`config.mk`:
```
export PLATFORM = sky130hd
export DESIGN_NAME = learning_remote_code_matcher_core
export DESIGN_NICKNAME = d
export VERILOG_FILES = /design/src/design/lrcm_pkg.sv /design/src/design/lrcm_table.sv /design/src/design/learning_remote_code_matcher_core.sv
export SDC_FILE = /design/constraint.sdc
export NUM_CORES = 1
export LEC_CHECK = 0
export ABC_CLOCK_PERIOD_IN_PS = 7100
export BUFFER_PORTS_ARGS = -buffer_cell sky130_fd_sc_hd__buf_2
export CAP_MARGIN = 10
export CELL_PAD_IN_SITES_DETAIL_PLACEMENT = 0
export CELL_PAD_IN_SITES_GLOBAL_PLACEMENT = 1
export CORE_MARGIN = 4
export CORE_UTILIZATION = 40
export CTS_CLUSTER_SIZE = 12
export DETAILED_ROUTE_END_ITERATION = 7
export PLACE_DENSITY_LB_ADDON = 0.08
export SYNTH_ARGS = -nofsm -noshare
export SYNTH_HDL_FRONTEND = slang
export SYNTH_SLANG_ARGS = --single-unit
```
`constraint.sdc`:
```
create_clock -name i_clk -period 7.1 [get_ports i_clk]
set_input_delay 0.71 -clock i_clk [delete_from_list [all_inputs] [get_ports i_clk]]
set_output_delay 0.71 -clock i_clk [all_outputs]
set_load 0.02 [all_outputs]
```
`src/design/lrcm_pkg.sv`:
```
// shared types, constants and helpers of the learning remote code matcher
`default_nettype none

package lrcm_pkg;

    localparam int CODE_W = 24;
    localparam int MASK_W = 16;
    localparam int CFG_W  = 8;
    localparam int OUT_W  = 24;

    localparam logic [CODE_W-1:0] CODE_ERASED = 24'hFFFFFF;
    localparam logic [CODE_W-1:0] CODE_BLANK  = 24'h000000;

    localparam logic       HOLD_EN_RST = 1'b1;
    localparam logic [7:0] HOLD_TO_RST = 8'd50;

    typedef enum logic [1:0] {
        KIND_RECV  = 2'd0,
        KIND_LEARN = 2'd1,
        KIND_ERASE = 2'd2,
        KIND_TICK  = 2'd3
    } t_kind;

    typedef enum logic {
        REG_HOLD_EN = 1'b0,
        REG_HOLD_TO = 1'b1
    } t_reg;

    // control from the sequencer to the code table
    typedef struct packed {
        logic rd_en;
        logic wr_en;
        logic erase;
    } t_tbl_ctl;

    function automatic logic lrcm_is_stored(input logic [CODE_W-1:0] code);
        return (code != CODE_BLANK) && (code != CODE_ERASED);
    endfunction

endpackage

`default_nettype wire

```
`src/design/lrcm_table.sv`:
```
// learned code table: synchronous memory with per-entry valid and stored flags
`default_nettype none

module lrcm_table
    import lrcm_pkg::*;
#(
    parameter int ENTRIES = 16,
    parameter int AW      = 4
) (
    input  wire logic              i_clk,
    input  wire logic              i_rst_n,
    input  wire t_tbl_ctl          i_ctl,
    input  wire logic [AW-1:0]     i_rd_addr,
    input  wire logic [AW-1:0]     i_wr_addr,
    input  wire logic [CODE_W-1:0] i_wr_code,
    output logic [CODE_W-1:0]      o_rd_code,
    output logic                   o_any_stored
);

    logic [CODE_W-1:0]  r_mem [ENTRIES];
    logic [ENTRIES-1:0] r_vld;
    logic [ENTRIES-1:0] r_sto;
    logic [CODE_W-1:0]  r_rd_data;
    logic               r_rd_vld;

    always_ff @(posedge i_clk) begin
        if (i_ctl.wr_en) begin
            r_mem[i_wr_addr] <= i_wr_code;
        end
        if (i_ctl.rd_en) begin
            r_rd_data <= r_mem[i_rd_addr];
        end
    end

    // an entry never written since reset or erase reads as erased
    always_ff @(posedge i_clk) begin
        if (!i_rst_n) begin
            r_vld    <= '0;
            r_sto    <= '0;
            r_rd_vld <= 1'b0;
        end else begin
            if (i_ctl.erase) begin
                r_vld <= '0;
                r_sto <= '0;
            end else if (i_ctl.wr_en) begin
                r_vld[i_wr_addr] <= 1'b1;
                r_sto[i_wr_addr] <= lrcm_is_stored(i_wr_code);
            end
            if (i_ctl.rd_en) begin
                r_rd_vld <= r_vld[i_rd_addr];
            end
        end
    end

    assign o_rd_code    = r_rd_vld ? r_rd_data : CODE_ERASED;
    assign o_any_stored = |r_sto;

endmodule

`default_nettype wire

```
`src/design/learning_remote_code_matcher_core.sv`:
```
// top level of the learning remote code matcher: sequencer, hold tracking, ports
`default_nettype none

// Keeps REMOTES x CHANNELS learned 24-bit codes in a synchronous table with one
// read and one write port and answers one result item per input item. The table
// memory has one read per cycle, so a receive walks all entries before the next
// item is taken. A learn moves each remote's slots back by CHANNELS entries,
// reading and writing in the same cycle, drops the last remote and writes the code
// into entry 0. Erase, tick and a receive during a held press skip the scan and
// go to the finish step. Erase clears all per-entry valid flags together, so there
// is no clearing pass after reset. Results wait in an output register; while one
// is still waiting the next result holds the sequencer in its finish step, and a
// new item is taken only when the sequencer is idle. Configuration writes are
// taken at any time and should be issued only while no item is in flight.
module learning_remote_code_matcher_core
    import lrcm_pkg::*;
#(
    parameter int REMOTES  = 4,
    parameter int CHANNELS = 4
) (
    input  wire logic              i_clk,
    input  wire logic              i_rst_n,
    input  wire logic              i_s_tvalid,
    output logic                   o_s_tready,
    input  wire logic [CODE_W-1:0] i_s_tdata,   // [23:0] code_word
    input  wire logic [1:0]        i_s_tuser,   // [1:0] kind
    output logic                   o_m_tvalid,
    input  wire logic              i_m_tready,
    output logic [OUT_W-1:0]       o_m_tdata,   // [0] matched, [16:1] match_mask,
                                                // [17] held, [18] any_stored, zero above
    input  wire logic              i_cfg_valid,
    output logic                   o_cfg_ready,
    input  wire logic              i_cfg_index,
    input  wire logic [CFG_W-1:0]  i_cfg_data
);

    localparam int ENTRIES = REMOTES * CHANNELS;
    localparam int AW      = (ENTRIES > 1) ? $clog2(ENTRIES) : 1;
    localparam int CW      = $clog2(ENTRIES + 1);
    localparam int NCOPY   = ENTRIES - CHANNELS;

    typedef enum logic [3:0] {
        ST_IDLE  = 4'b0001,
        ST_RECV  = 4'b0010,
        ST_LEARN = 4'b0100,
        ST_FIN   = 4'b1000
    } t_state;

    t_state             r_state,     n_state;
    logic [CW-1:0]      r_cnt,       n_cnt;
    logic               r_pend,      n_pend;
    logic [AW-1:0]      r_paddr,     n_paddr;
    logic [CODE_W-1:0]  r_code,      n_code;
    logic               r_hit,       n_hit;
    logic [MASK_W-1:0]  r_mask,      n_mask;
    logic               r_matched,   n_matched;
    logic [MASK_W-1:0]  r_last_mask, n_last_mask;
    logic               r_hold_flag, n_hold_flag;
    logic [7:0]         r_hold_cnt,  n_hold_cnt;
    logic               r_hold_en;
    logic [7:0]         r_hold_to;
    logic               r_o_valid,   n_o_valid;
    logic [OUT_W-1:0]   r_o_data,    n_o_data;

    t_tbl_ctl           tbl_ctl;
    logic [AW-1:0]      rd_addr;
    logic [AW-1:0]      wr_addr;
    logic [CODE_W-1:0]  wr_code;
    logic [CODE_W-1:0]  rd_code;
    logic               any_stored;
    logic               s_accept;
    logic               cmp_eq;
    logic [CW-1:0]      cnt_m1;
    t_kind              in_kind;

    lrcm_table #(
        .ENTRIES (ENTRIES),
        .AW      (AW)
    ) u_table (
        .i_clk        (i_clk),
        .i_rst_n      (i_rst_n),
        .i_ctl        (tbl_ctl),
        .i_rd_addr    (rd_addr),
        .i_wr_addr    (wr_addr),
        .i_wr_code    (wr_code),
        .o_rd_code    (rd_code),
        .o_any_stored (any_stored)
    );

    assign o_s_tready  = (r_state == ST_IDLE);
    assign s_accept    = i_s_tvalid && o_s_tready;
    assign in_kind     = t_kind'(i_s_tuser);
    assign o_cfg_ready = 1'b1;
    assign o_m_tvalid  = r_o_valid;
    assign o_m_tdata   = r_o_data;
    assign cmp_eq      = (rd_code == r_code);
    assign cnt_m1      = r_cnt - CW'(1);

    always_comb begin
        n_state     = r_state;
        n_cnt       = r_cnt;
        n_pend      = 1'b0;
        n_paddr     = r_paddr;
        n_code      = r_code;
        n_hit       = r_hit;
        n_mask      = r_mask;
        n_matched   = r_matched;
        n_last_mask = r_last_mask;
        n_hold_flag = r_hold_flag;
        n_hold_cnt  = r_hold_cnt;
        n_o_valid   = r_o_valid && !i_m_tready;
        n_o_data    = r_o_data;
        tbl_ctl     = '0;
        rd_addr     = r_cnt[AW-1:0];
        wr_addr     = AW'(r_paddr + AW'(CHANNELS));
        wr_code     = rd_code;

        unique case (r_state)
            ST_IDLE: begin
                if (s_accept) begin
                    n_code    = i_s_tdata;
                    n_matched = 1'b0;
                    n_state   = ST_FIN;
                    case (in_kind)
                        KIND_RECV: begin
                            n_hold_cnt = '0;
                            if (!(r_hold_en && r_hold_flag)) begin
                                n_cnt   = '0;
                                n_hit   = 1'b0;
                                n_mask  = '0;
                                n_state = ST_RECV;
                            end
                        end
                        KIND_LEARN: begin
                            n_cnt   = CW'(NCOPY);
                            n_state = ST_LEARN;
                        end
                        KIND_ERASE: begin
                            tbl_ctl.erase = 1'b1;
                        end
                        default: begin
                            if (!r_hold_en) begin
                                n_hold_flag = 1'b0;
                                n_hold_cnt  = '0;
                            end else if (r_hold_flag) begin
                                if (r_hold_cnt >= r_hold_to) begin
                                    n_hold_flag = 1'b0;
                                    n_hold_cnt  = '0;
                                end else begin
                                    n_hold_cnt = r_hold_cnt + 8'd1;
                                end
                            end
                        end
                    endcase
                end
            end
            ST_RECV: begin
                // issue one read per cycle, compare it in the cycle after
                if (r_cnt != CW'(ENTRIES)) begin
                    tbl_ctl.rd_en = 1'b1;
                    n_pend        = 1'b1;
                    n_paddr       = r_cnt[AW-1:0];
                    n_cnt         = r_cnt + CW'(1);
                end
                if (r_pend) begin
                    // entries past the mask width still count as a hit
                    n_hit = r_hit | cmp_eq;
                    if (cmp_eq) begin
                        n_mask = r_mask | (MASK_W'(1) << r_paddr);
                    end
                    if (r_paddr == AW'(ENTRIES - 1)) begin
                        n_last_mask = n_mask;
                        n_matched   = n_hit;
                        n_hold_flag = r_hold_en && n_hit;
                        n_state     = ST_FIN;
                    end
                end
            end
            ST_LEARN: begin
                // copy slots back from the top, then drop the code into entry 0
                rd_addr = cnt_m1[AW-1:0];
                if (r_cnt != '0) begin
                    tbl_ctl.rd_en = 1'b1;
                    n_pend        = 1'b1;
                    n_paddr       = cnt_m1[AW-1:0];
                    n_cnt         = cnt_m1;
                end
                if (r_pend) begin
                    tbl_ctl.wr_en = 1'b1;
                end else if (r_cnt == '0) begin
                    tbl_ctl.wr_en = 1'b1;
                    wr_addr       = '0;
                    wr_code       = r_code;
                    n_state       = ST_FIN;
                end
            end
            ST_FIN: begin
                if (!r_o_valid || i_m_tready) begin
                    n_o_valid = 1'b1;
                    n_o_data  = OUT_W'({any_stored, r_hold_flag, r_last_mask, r_matched});
                    n_state   = ST_IDLE;
                end
            end
            default: begin
                n_state = ST_IDLE;
            end
        endcase
    end

    always_ff @(posedge i_clk) begin
        if (!i_rst_n) begin
            r_state     <= ST_IDLE;
            r_cnt       <= '0;
            r_pend      <= 1'b0;
            r_hit       <= 1'b0;
            r_mask      <= '0;
            r_matched   <= 1'b0;
            r_last_mask <= '0;
            r_hold_flag <= 1'b0;
            r_hold_cnt  <= '0;
            r_hold_en   <= HOLD_EN_RST;
            r_hold_to   <= HOLD_TO_RST;
            r_o_valid   <= 1'b0;
        end else begin
            r_state     <= n_state;
            r_cnt       <= n_cnt;
            r_pend      <= n_pend;
            r_hit       <= n_hit;
            r_mask      <= n_mask;
            r_matched   <= n_matched;
            r_last_mask <= n_last_mask;
            r_hold_flag <= n_hold_flag;
            r_hold_cnt  <= n_hold_cnt;
            r_o_valid   <= n_o_valid;
            if (i_cfg_valid && o_cfg_ready) begin
                unique case (t_reg'(i_cfg_index))
                    REG_HOLD_EN: r_hold_en <= i_cfg_data[0];
                    REG_HOLD_TO: r_hold_to <= i_cfg_data;
                    default:     r_hold_en <= r_hold_en;
                endcase
            end
        end
    end

    always_ff @(posedge i_clk) begin
        r_paddr  <= n_paddr;
        r_code   <= n_code;
        r_o_data <= n_o_data;
    end

`ifndef SYNTHESIS
    a_no_write_in_scan: assert property (@(posedge i_clk) disable iff (!i_rst_n)
        (r_state == ST_RECV) |-> !tbl_ctl.wr_en)
        else $error("table written during a receive scan");

    a_erase_clears: assert property (@(posedge i_clk) disable iff (!i_rst_n)
        (s_accept && (in_kind == KIND_ERASE)) |=> !any_stored)
        else $error("stored flags survive an erase");

    a_held_keeps_mask: assert property (@(posedge i_clk) disable iff (!i_rst_n)
        (s_accept && (in_kind == KIND_RECV) && r_hold_en && r_hold_flag)
        |=> $stable(r_last_mask) && (r_state == ST_FIN))
        else $error("held receive changed the mask or started a scan");

    a_result_from_fin: assert property (@(posedge i_clk) disable iff (!i_rst_n)
        $rose(o_m_tvalid) |-> $past(r_state == ST_FIN))
        else $error("result item raised outside the finish step");
`endif

endmodule

`default_nettype wire
```
==> impl_metrics.ini, run 1 <==
[outcome]
outcome = finished clean

[cts]
ctsResizeCount = 0
clkSinkCount = 551
path_clk_slew_ps = 60
cts_inserted_buffers = 58
cts_max_level = 2
cts_setup_buffers = 0
clkLatencyLatePin_ps = 610
cts-root-buf = clkbuf_16
cts_hold_buf = 0
cts_tree = done
cts_buffer_depth = 3

[final_layout]
nNetsFinal = 1575
final-instance-count-excl-fill = 2308
area_growth_pct = 13.9
drive_gt1_frac = 0.230
diodes = 0
fin_area_mm2 = 0.0255

[global_routing]
grt_pass1_vias = 12800
grt_max_degree = 101
grt_pass1_wl_mm = 86.2
grt_overflow = 0
grt_use_total = 0.194
grt_antenna_before_repair = 0

[setup_path]
critPathMaxFanout = 50
critPathKind = flop to flop
crit_required_ps = 7450
worst_setup_path_start_kind = flop
critPathArrivalTime_ps = 4410
endpoint_kind = flop

[synthesis]
synth_edf_count = 455
synth_fa_ha_area_frac = 0.0101
synth_top_area_cell = edfxtp_1
ys.flop_type = edfxtp_1
synth_top_cells_by_count = 455 x edfxtp_1, 124 x nand2_1, 107 x nor2_1
yosysTopAreaCellShare = 0.610
synth_xor_area_frac = 0.00592
ys_ff_latch = 551
synth_warnings = 0
ys_types = 79
syn_area_mm2 = 0.0224
synth_top_family_by_area = multiplexers
yosys-top-cells-area = edfxtp_1 61%, mux4_2 10%, dfxtp_1 8.6%, nand2_1 2.1%, nor2_1 1.8%
avgSynthCellArea_um2 = 15.7
syn_inst = 1426
yosysMostFrequentCell = edfxtp_1
synthArstFlopShare = 0
seq_area_frac_synth = 0.696
synth-compound-area-share = 0.0665
yosys.area_share.simple = 0.0911
synthMuxAreaShare = 0.103

[detailed_routing]
post_drt_wl_per_cell_um = 25.0
first_pass_iters = 7
routed_wl_mm = 57.7
drc_errors = 0
drtAntennaViolNets = 0
vias_per_cell = 5.48
first_iter_violations = 985
vias = 12600

[power_and_ir_drop]
power.leakage_uw = 0.00881
vdd_drop_max_mv = 0.180
power_density_mw_per_mm2 = 260

[timing]
setup_viol = 0
tightest_slew_ps = 1200
hold_violations = 0
final_max_slew_viol_count = 0
period_share = 0.571
rsz0062_at_grt = no
setup_slack_ps = 3040
clock_skew_ps = 11.4
setup_tns_ps = 0
timing.slew.headroom = 0.199
fmax_mhz = 246
fin_crit_ps = 4060

[place]
place.gp.congestion = 0.800
io_buffers = 60
place_ws_ps = 2980
dpl.hpwl_mm = 32.2
placed_cell_area_mm2 = 0.0237
placedCellCount = 2189

[floorplanning]
die_h_um = 245
die_w_um = 245
initial_core_util = 0.405
pin_count = 67
rows = 86
dieArea_mm2 = 0.0598
coreArea_mm2 = 0.0553

[hold_path]
hp-class = input pin to flop

[job]
maxCapViolations = 0
per-stage QoR:
step / hold WS [ps] / util / total power, µW
2_1_floorplan: 400 / - / 3810
3_3_place_gp: 413 / 0.428 / 3920
3_5_place_dp: 414 / 0.428 / 3930
4_1_cts: 233 / 0.459 / 6720
5_1_grt: 240 / 0.461 / 6890
6_report: 274 / 0.461 / 6630
path summary, 6_finish.rpt:
check / slack, ps / startpoint / depth (start not counted) / end
hold / removal: 270 / i_s_tdata[16] / 1 / r_code[16]$_DFFE_PP_
hold reg to reg: 430 / r_last_mask[7]$_SDFFE_PN0P_ / 0 / o_m_tdata[8]$_DFFE_PP_
setup reg to reg: 3040 / r_state[2]$_SDFFE_PN0P_ / 7 / u_table.r_rd_data[10]$_DFFE_PP_
setup / recovery: 3040 / r_state[2]$_SDFFE_PN0P_ / 7 / u_table.r_rd_data[10]$_DFFE_PP_
registers in the layout, indices dropped and copies added (netlist names), 16 cells and up:
name	cells
r_last_mask	16
u_table.r_rd_data	24
u_table.r_sto	16
u_table.r_mem	384
r_mask	16
u_table.r_vld	16
o_m_tdata	19
r_code	24
report_power, final:
part	internal (µW)	leakage [µW]	switching [µW]
Sequential	3500	0.00544	50.4
Clock	1550	0.000824	1230
Combinational	117	0.00255	186
Total	5160	0.00881	1470
layout by cell type (no fill, tap or decap), drive strengths merged, types with 39 or more instances in the layout:
master | netlist | routed
a22oi | 51 | 51
buf | 36 | 103
clkbuf | 44 | 82
dfxtp | 96 | 96
edfxtp | 455 | 455
inv | 46 | 47
mux4 | 100 | 100
nand2 | 124 | 124
nor2 | 111 | 111
nor3 | 39 | 39
final cells by class:
class | instances | area (µm²)
clock buffers | 78 | 1580
clock inverters | 25 | 144
fillers | 4895 | 29800
inverters | 48 | 185
multi-input cells | 751 | 6400
flip-flops and latches | 551 | 15600
well taps | 748 | 936
repair buffers | 107 | 678
critical path, stage by stage, from the launching register on:
cell     delay, ps
dfxtp_1        420
or4b_1         710
inv_2          350
ha_4           860
buf_12         440
mux4_2         550
a22oi_1        240
nand2_1        100
logic make-up after synthesis:
| logic type | after synthesis |
|---|---|
| buf+inv | 128 |
| compound gates | 202 |
| fa+ha+maj | 18 |
| simple gates | 406 |
| other cells | 2 |
| mux | 106 |
| xor+xnor | 13 |
| flops | 551 |
per-layer routing:
metal | share of wire | wire length (µm) | GRT usage
met3 | 0.045 | 2590 | 0.0284
met4 | 0.018 | 1040 | 0.0478
met2 | 0.48 | 27400 | 0.315
met5 | 0 | 0 | 0
met1 | 0.46 | 26600 | 0.279
Note: power is estimated with default switching activity, not from simulation.
==> run 2: changes to the inputs <==
--- a/config.mk
+++ b/config.mk
@@ -5,7 +5,7 @@
 export SDC_FILE = /design/constraint.sdc
 export NUM_CORES = 1
 export LEC_CHECK = 0
-export ABC_CLOCK_PERIOD_IN_PS = 7100
+export ABC_CLOCK_PERIOD_IN_PS = 4080
 export BUFFER_PORTS_ARGS = -buffer_cell sky130_fd_sc_hd__buf_2
 export CAP_MARGIN = 10
 export CELL_PAD_IN_SITES_DETAIL_PLACEMENT = 0
==> constraint.sdc (replaced) <==
create_clock -name i_clk -period 4.08 [get_ports i_clk]
set_input_delay 0.408 -clock i_clk [delete_from_list [all_inputs] [get_ports i_clk]]
set_output_delay 0.408 -clock i_clk [all_outputs]
set_load 0.02 [all_outputs]
==> run 2 against run 1 <==
Effect of this change:
- sequential share of layout area decreased by 1.6 points
- flip-flop and latch count unchanged
- setup slack got worse by 2400 ps
- largest cell class unchanged
- via count increased by 2.3%
- global-route usage increased by 0.14 points
- register-to-register slack got worse by 2400 ps
- highest routed layer unchanged
- critical path depth unchanged
- wire length increased by 1.5%
- core utilization increased by 1.2 points
- hold slack got worse by 240 ps
- die area unchanged
==> impl_metrics.ini, run 2 (synthesis gave the netlist of run 1 again) <==
[outcome]
outcome = finished clean

[detailed_routing]
first_pass_iters = 6
routed_wl_mm = 58.5
vias = 12900
vias_per_cell = 5.51
first_iter_violations = 872
drc_errors = 0
drtAntennaViolNets = 0
post_drt_wl_per_cell_um = 24.9

[timing]
setup_viol = 0
tightest_slew_ps = 1220
timing.slew.headroom = 0.184
fmax_mhz = 289
period_share = 0.848
clock_skew_ps = 34.1
setup_tns_ps = 0
fin_crit_ps = 3460
hold_violations = 0
setup_slack_ps = 619
final_max_slew_viol_count = 0
rsz0062_at_grt = no
holdWs_ps = 38.3

[cts]
clkLatencyLatePin_ps = 630
ctsResizeCount = 0
cts_hold_buf = 24
cts_max_level = 2
cts-root-buf = clkbuf_16
cts_setup_buffers = 0
cts_buffer_depth = 3
cts_tree = done
path_clk_slew_ps = 60
clkSinkCount = 551
cts_inserted_buffers = 58

[setup_path]
worst_setup_path_start_kind = flop
path_buf_inv = 2
slowest_delay_ps = 800
cp_slowest_cell = or4b_1
crit_required_ps = 4440
critPathArrivalTime_ps = 3820
reg2reg_slack_ps = 620
endpoint_kind = flop
cpLargestDelayFamily = simple AND/OR/NAND/NOR gates
critPathMaxFanout = 27
worstPathCellList = or4b_1 -> inv_2 -> ha_4 -> buf_12 -> mux4_2 -> a22oi_1 -> nand2_1
critPathKind = flop to flop

[floorplanning]
initial_core_util = 0.405
pin_count = 67
coreArea_mm2 = 0.0553
die_w_um = 245
rows = 86
die_h_um = 245
dieArea_mm2 = 0.0598

[global_routing]
grt_pass1_vias = 13000
grt_use_total = 0.196
grt_max_degree = 50
grt_overflow = 0
grt_pass1_wl_mm = 86.9
grt_antenna_before_repair = 0

[final_layout]
multi_input_area_mm2 = 0.00640
mostFrequentLayoutCell = edfxtp_1
drive_gt1_frac = 0.239
largest_register_ffs = 384
largest_register = u_table.r_mem
nNetsFinal = 1616
diodes = 0
area_growth_pct = 16.9
final_cell_mix = 455 x edfxtp_1, 124 x nand2_1, 100 x mux4_2
filler_cell_count = 4841
top_regs = u_table.r_mem: 384 flops, r_code: 24 flops, u_table.r_rd_data: 24 flops
seqCellArea_mm2 = 0.0156

[power_and_ir_drop]
internal_power_uw = 9390
power_density_mw_per_mm2 = 457
combPwrFrac = 0.048
power.leakage_uw = 0.00912
vdd_drop_max_mv = 0.333
p_clk_frac = 0.436
netSwitchingFraction = 0.215
p_switching_uw = 2570
power_frac_seq = 0.516

[place]
place.gp.congestion = 0.768
dpl.hpwl_mm = 34.5
place_ws_ps = 478
io_buffers = 60

[job]
maxCapViolations = 0

[hold_path]
hp-class = input pin to flop
-- run 2: cell types whose count changed in the layout (fill, tap and decap cells not counted), sizes merged --
cell,change
clkbuf,-1
clkinv,-6
clkinvlp,-3
buf,+20
bufinv,+6
dlygate4sd3,+24
-- run 2: area by class of cell --
class | count | share of cell area
Clock buffer | 80 | 0.0601
Tap cell | 748 | 0.0357
Clock inverter | 22 | 0.0114
Inverter | 48 | 0.00707
Timing Repair Buffer | 148 | 0.0457
Multi-Input combinational cell | 751 | 0.245
Sequential cell | 551 | 0.595
-- run 2: layer usage --
metal / wire, µm / track usage / up-vias / share of wire
li1: - / - / 5854 / -
met4: 1210 / 0.0503 / 0 / 0.021
met2: 28700 / 0.327 / 270 / 0.49
met5: 0 / 0 / - / 0
met1: 26400 / 0.274 / 6734 / 0.45
met3: 2250 / 0.0246 / 80 / 0.039
-- run 2: power groups by stage --
stage	sequential, µW	clock, µW	combinational [µW]
6_report	6180	5210	570
2_1_floorplan	6250	0	380
3_3_place_gp	6290	0	554
4_1_cts	6170	5350	579
3_5_place_dp	6290	0	561
5_1_grt	6180	5600	619
-- run 2: through the flow --
step | area [µm²] | util | power (µW) | cells
floorplan | 22400 | - | 6630 | 1430
global placement | 24000 | 0.434 | 6850 | 2214
detailed placement | 24000 | 0.434 | 6850 | 2214
CTS | 26100 | 0.472 | 12100 | 2340
global route | 26200 | 0.473 | 12400 | 2348
finish | 26200 | 0.473 | 12000 | 2348
-- run 2: final timing paths --
| path | end | cells after the start | start |
|---|---|---|---|
| hold / removal | r_hold_to[3]$_SDFFE_PN0P_ | 3 | i_cfg_data[3] |
| hold reg to reg | o_m_tdata[2]$_DFFE_PP_ | 0 | r_last_mask[1]$_SDFFE_PN0P_ |
| setup reg to reg | u_table.r_rd_data[8]$_DFFE_PP_ | 7 | r_state[3]$_SDFFE_PN0P_ |
| setup / recovery | u_table.r_rd_data[8]$_DFFE_PP_ | 7 | r_state[3]$_SDFFE_PN0P_ |
-- run 2: worst min-delay path, stage by stage --
cell and delay [ps]:
buf_2 100, nand2_1 50, a21oi_1 50
==> run 3: changes to the inputs <==
--- a/config.mk
+++ b/config.mk
@@ -5,7 +5,7 @@
 export SDC_FILE = /design/constraint.sdc
 export NUM_CORES = 1
 export LEC_CHECK = 0
-export ABC_CLOCK_PERIOD_IN_PS = 4080
+export ABC_CLOCK_PERIOD_IN_PS = 3100
 export BUFFER_PORTS_ARGS = -buffer_cell sky130_fd_sc_hd__buf_2
 export CAP_MARGIN = 10
 export CELL_PAD_IN_SITES_DETAIL_PLACEMENT = 0
==> constraint.sdc (replaced) <==
create_clock -name i_clk -period 3.1 [get_ports i_clk]
set_input_delay 0.31 -clock i_clk [delete_from_list [all_inputs] [get_ports i_clk]]
set_output_delay 0.31 -clock i_clk [all_outputs]
set_load 0.02 [all_outputs]
==> run 3 against run 2 <==
Effect of this change:
- cell area grew 1.8%
- highest routed layer unchanged
- hold slack gained 13 ps
- register-to-register slack lost 460 ps
- via count grew 1.2%
- critical path type unchanged
- sequential power grew 31%
- largest power group unchanged
- cell count grew 1.8%
- flip-flop and latch count is the same
==> impl_metrics.ini, run 3 (synthesis gave the netlist of run 1 again) <==
[global_routing]
grt_pass1_wl_mm = 86.8
grt_use_total = 0.195
grt_antenna_before_repair = 0
grt_max_degree = 43
grt_overflow = 0
grt_pass1_vias = 13200

[final_layout]
drive_gt1_frac = 0.253
top_regs = u_table.r_mem: 384 flops, r_code: 24 flops, u_table.r_rd_data: 24 flops
filler_cell_count = 4837
seqCellArea_mm2 = 0.0156
largest_register_ffs = 384
final_cell_mix = 455 x edfxtp_1, 124 x nand2_1, 100 x mux4_2
nNetsFinal = 1659
final-instance-count-excl-fill = 2391
mostFrequentLayoutCell = edfxtp_1
area_growth_pct = 19.0
multi_input_area_mm2 = 0.00641
largest_register = u_table.r_mem
diodes = 0

[floorplanning]
rows = 86
dieArea_mm2 = 0.0598
coreArea_mm2 = 0.0553
die_w_um = 245
initial_core_util = 0.405
pin_count = 67
die_h_um = 245

[cts]
cts_tree = done
cts_max_level = 2
clkLatencyLatePin_ps = 620
cts_inserted_buffers = 59
cts_buffer_depth = 3
clkSinkCount = 551
path_clk_slew_ps = 60
cts-root-buf = clkbuf_16

[setup_path]
startpoint = r_state[1]$_SDFFE_PN0P_
critPathArrivalTime_ps = 3190
crit_required_ps = 3350
cp_slowest_cell = a31oi_1
ff2ff_path_depth = 4
worstPathCellList = or4b_4 -> or4_4 -> buf_12 -> a31oi_1
critPathKind = flop to flop
critPathMaxFanout = 36
endpoint_kind = flop
rr_startpoint = r_state[1]$_SDFFE_PN0P_
slowest_delay_ps = 920
worst_setup_path_start_kind = flop
r2r_end = u_table.r_mem[13][4]$_DFFE_PP_
reg2reg_slack_ps = 160

[power_and_ir_drop]
p_switching_uw = 3400
netSwitchingFraction = 0.216
internal_power_uw = 12300
vdd_drop_max_mv = 0.412
power_density_mw_per_mm2 = 591
power.leakage_uw = 0.00935
combPwrFrac = 0.053
power_frac_seq = 0.516
p_clk_frac = 0.431

[timing]
hold_violations = 0
setup_viol = 0
timing.slew.headroom = 0.187
fin_crit_ps = 2940
tightest_slew_ps = 1210
fmax_mhz = 340
period_share = 0.948
setup_tns_ps = 0
rsz0062_at_grt = no
final_max_slew_viol_count = 0
clock_skew_ps = 27.7

[place]
place.gp.congestion = 0.808
io_buffers = 60
placedCellCount = 2245
dpl.hpwl_mm = 33.7

[detailed_routing]
vias = 13100
drtAntennaViolNets = 0
post_drt_wl_per_cell_um = 24.6
first_pass_iters = 5
vias_per_cell = 5.48
first_iter_violations = 992
routed_wl_mm = 58.7
drc_errors = 0

[hold_path]
holdPathEnd = r_hold_en$_SDFFE_PN1P_
hp-class = input pin to flop
whs_path_depth = 4
worstHoldStart = i_cfg_index

[outcome]
outcome = finished clean

[job]
maxCapViolations = 0
## run 3: changes by cell type in the layout (fill, tap and decap cells not counted), sizes merged
cell         previous run  this run
clkbuf                 81        77
buf                   123       153
clkinv                 16        24
dlygate4sd3            24        33
clkinvlp                1         2
inv                    47        46
## run 3: through the flow
| stage | area [µm²] | setup WS, ps | utilization | hold WS (ps) | power (µW) |
|---|---|---|---|---|---|
| after global routing | 26700 | 14.0 | 0.482 | 45.8 | 16300 |
| after global placement | 24400 | 122 | 0.441 | 412 | 9050 |
| after detailed placement | 24400 | 23.2 | 0.441 | 415 | 9060 |
| final | 26700 | 162 | 0.482 | 51.7 | 15700 |
| after CTS | 26500 | 4.56 | 0.480 | 14.6 | 15900 |
| after floorplan | 22400 | -81.5 | - | 400 | 8730 |
## run 3: worst max-delay path, delay by kind of cell, from the launching register on
kind	cells	cell delay [ps]
and+or+nand+nor	2	1090
buffers and inverters	1	190
AOI/OAI and AO/OA	1	920
DFF	1	350
## run 3: power by group through the flow
stage          sequential [µW]  clock (µW)  combinational, µW
5_1_grt                   8120        7280                900
3_3_place_gp              8270           0                784
2_1_floorplan             8230           0                501
4_1_cts                   8110        6970                825
6_report                  8120        6790                832
3_5_place_dp              8270           0                791
## run 3: area by class of cell
type                    count  share of cell area
well taps                 748              0.0351
inverters                  48             0.00695
repair buffers            190              0.0637
clock buffers              73              0.0574
multi-input cells         751               0.240
flip-flops and latches    551               0.585
clock inverters            30              0.0118
## run 3: worst max-delay path by stage
| stage | endpoint | slack [ps] | cells after the start |
|---|---|---|---|
| 2_1_floorplan | u_table.r_rd_data[10]$_DFFE_PP_ | -80 | 10 |
| 3_3_place_gp | u_table.r_mem[13][5]$_DFFE_PP_ | 120 | 4 |
| 3_5_place_dp | u_table.r_mem[14][18]$_DFFE_PP_ | 20 | 4 |
| 4_1_cts | u_table.r_mem[7][18]$_DFFE_PP_ | 5 | 4 |
| 5_1_grt | u_table.r_mem[5][14]$_DFFE_PP_ | 10 | 6 |
| 6_report | u_table.r_mem[13][4]$_DFFE_PP_ | 160 | 4 |
## run 3: timing repair
action,in CTS,in global routing
setup endpoints to repair,16,132
hold endpoints to repair,34,0
hold buffers,33,0
resized for setup,1,3
buffers inserted,0,1
pin swaps,0,1
gates cloned,0,1
## run 3: layer usage
layer | track usage | vias up | part of all wire
met5 | 0 | - | 0
met1 | 0.281 | 6779 | 0.46
met4 | 0.0490 | 0 | 0.020
met2 | 0.316 | 295 | 0.48
li1 | - | 5942 | -
met3 | 0.0255 | 83 | 0.043
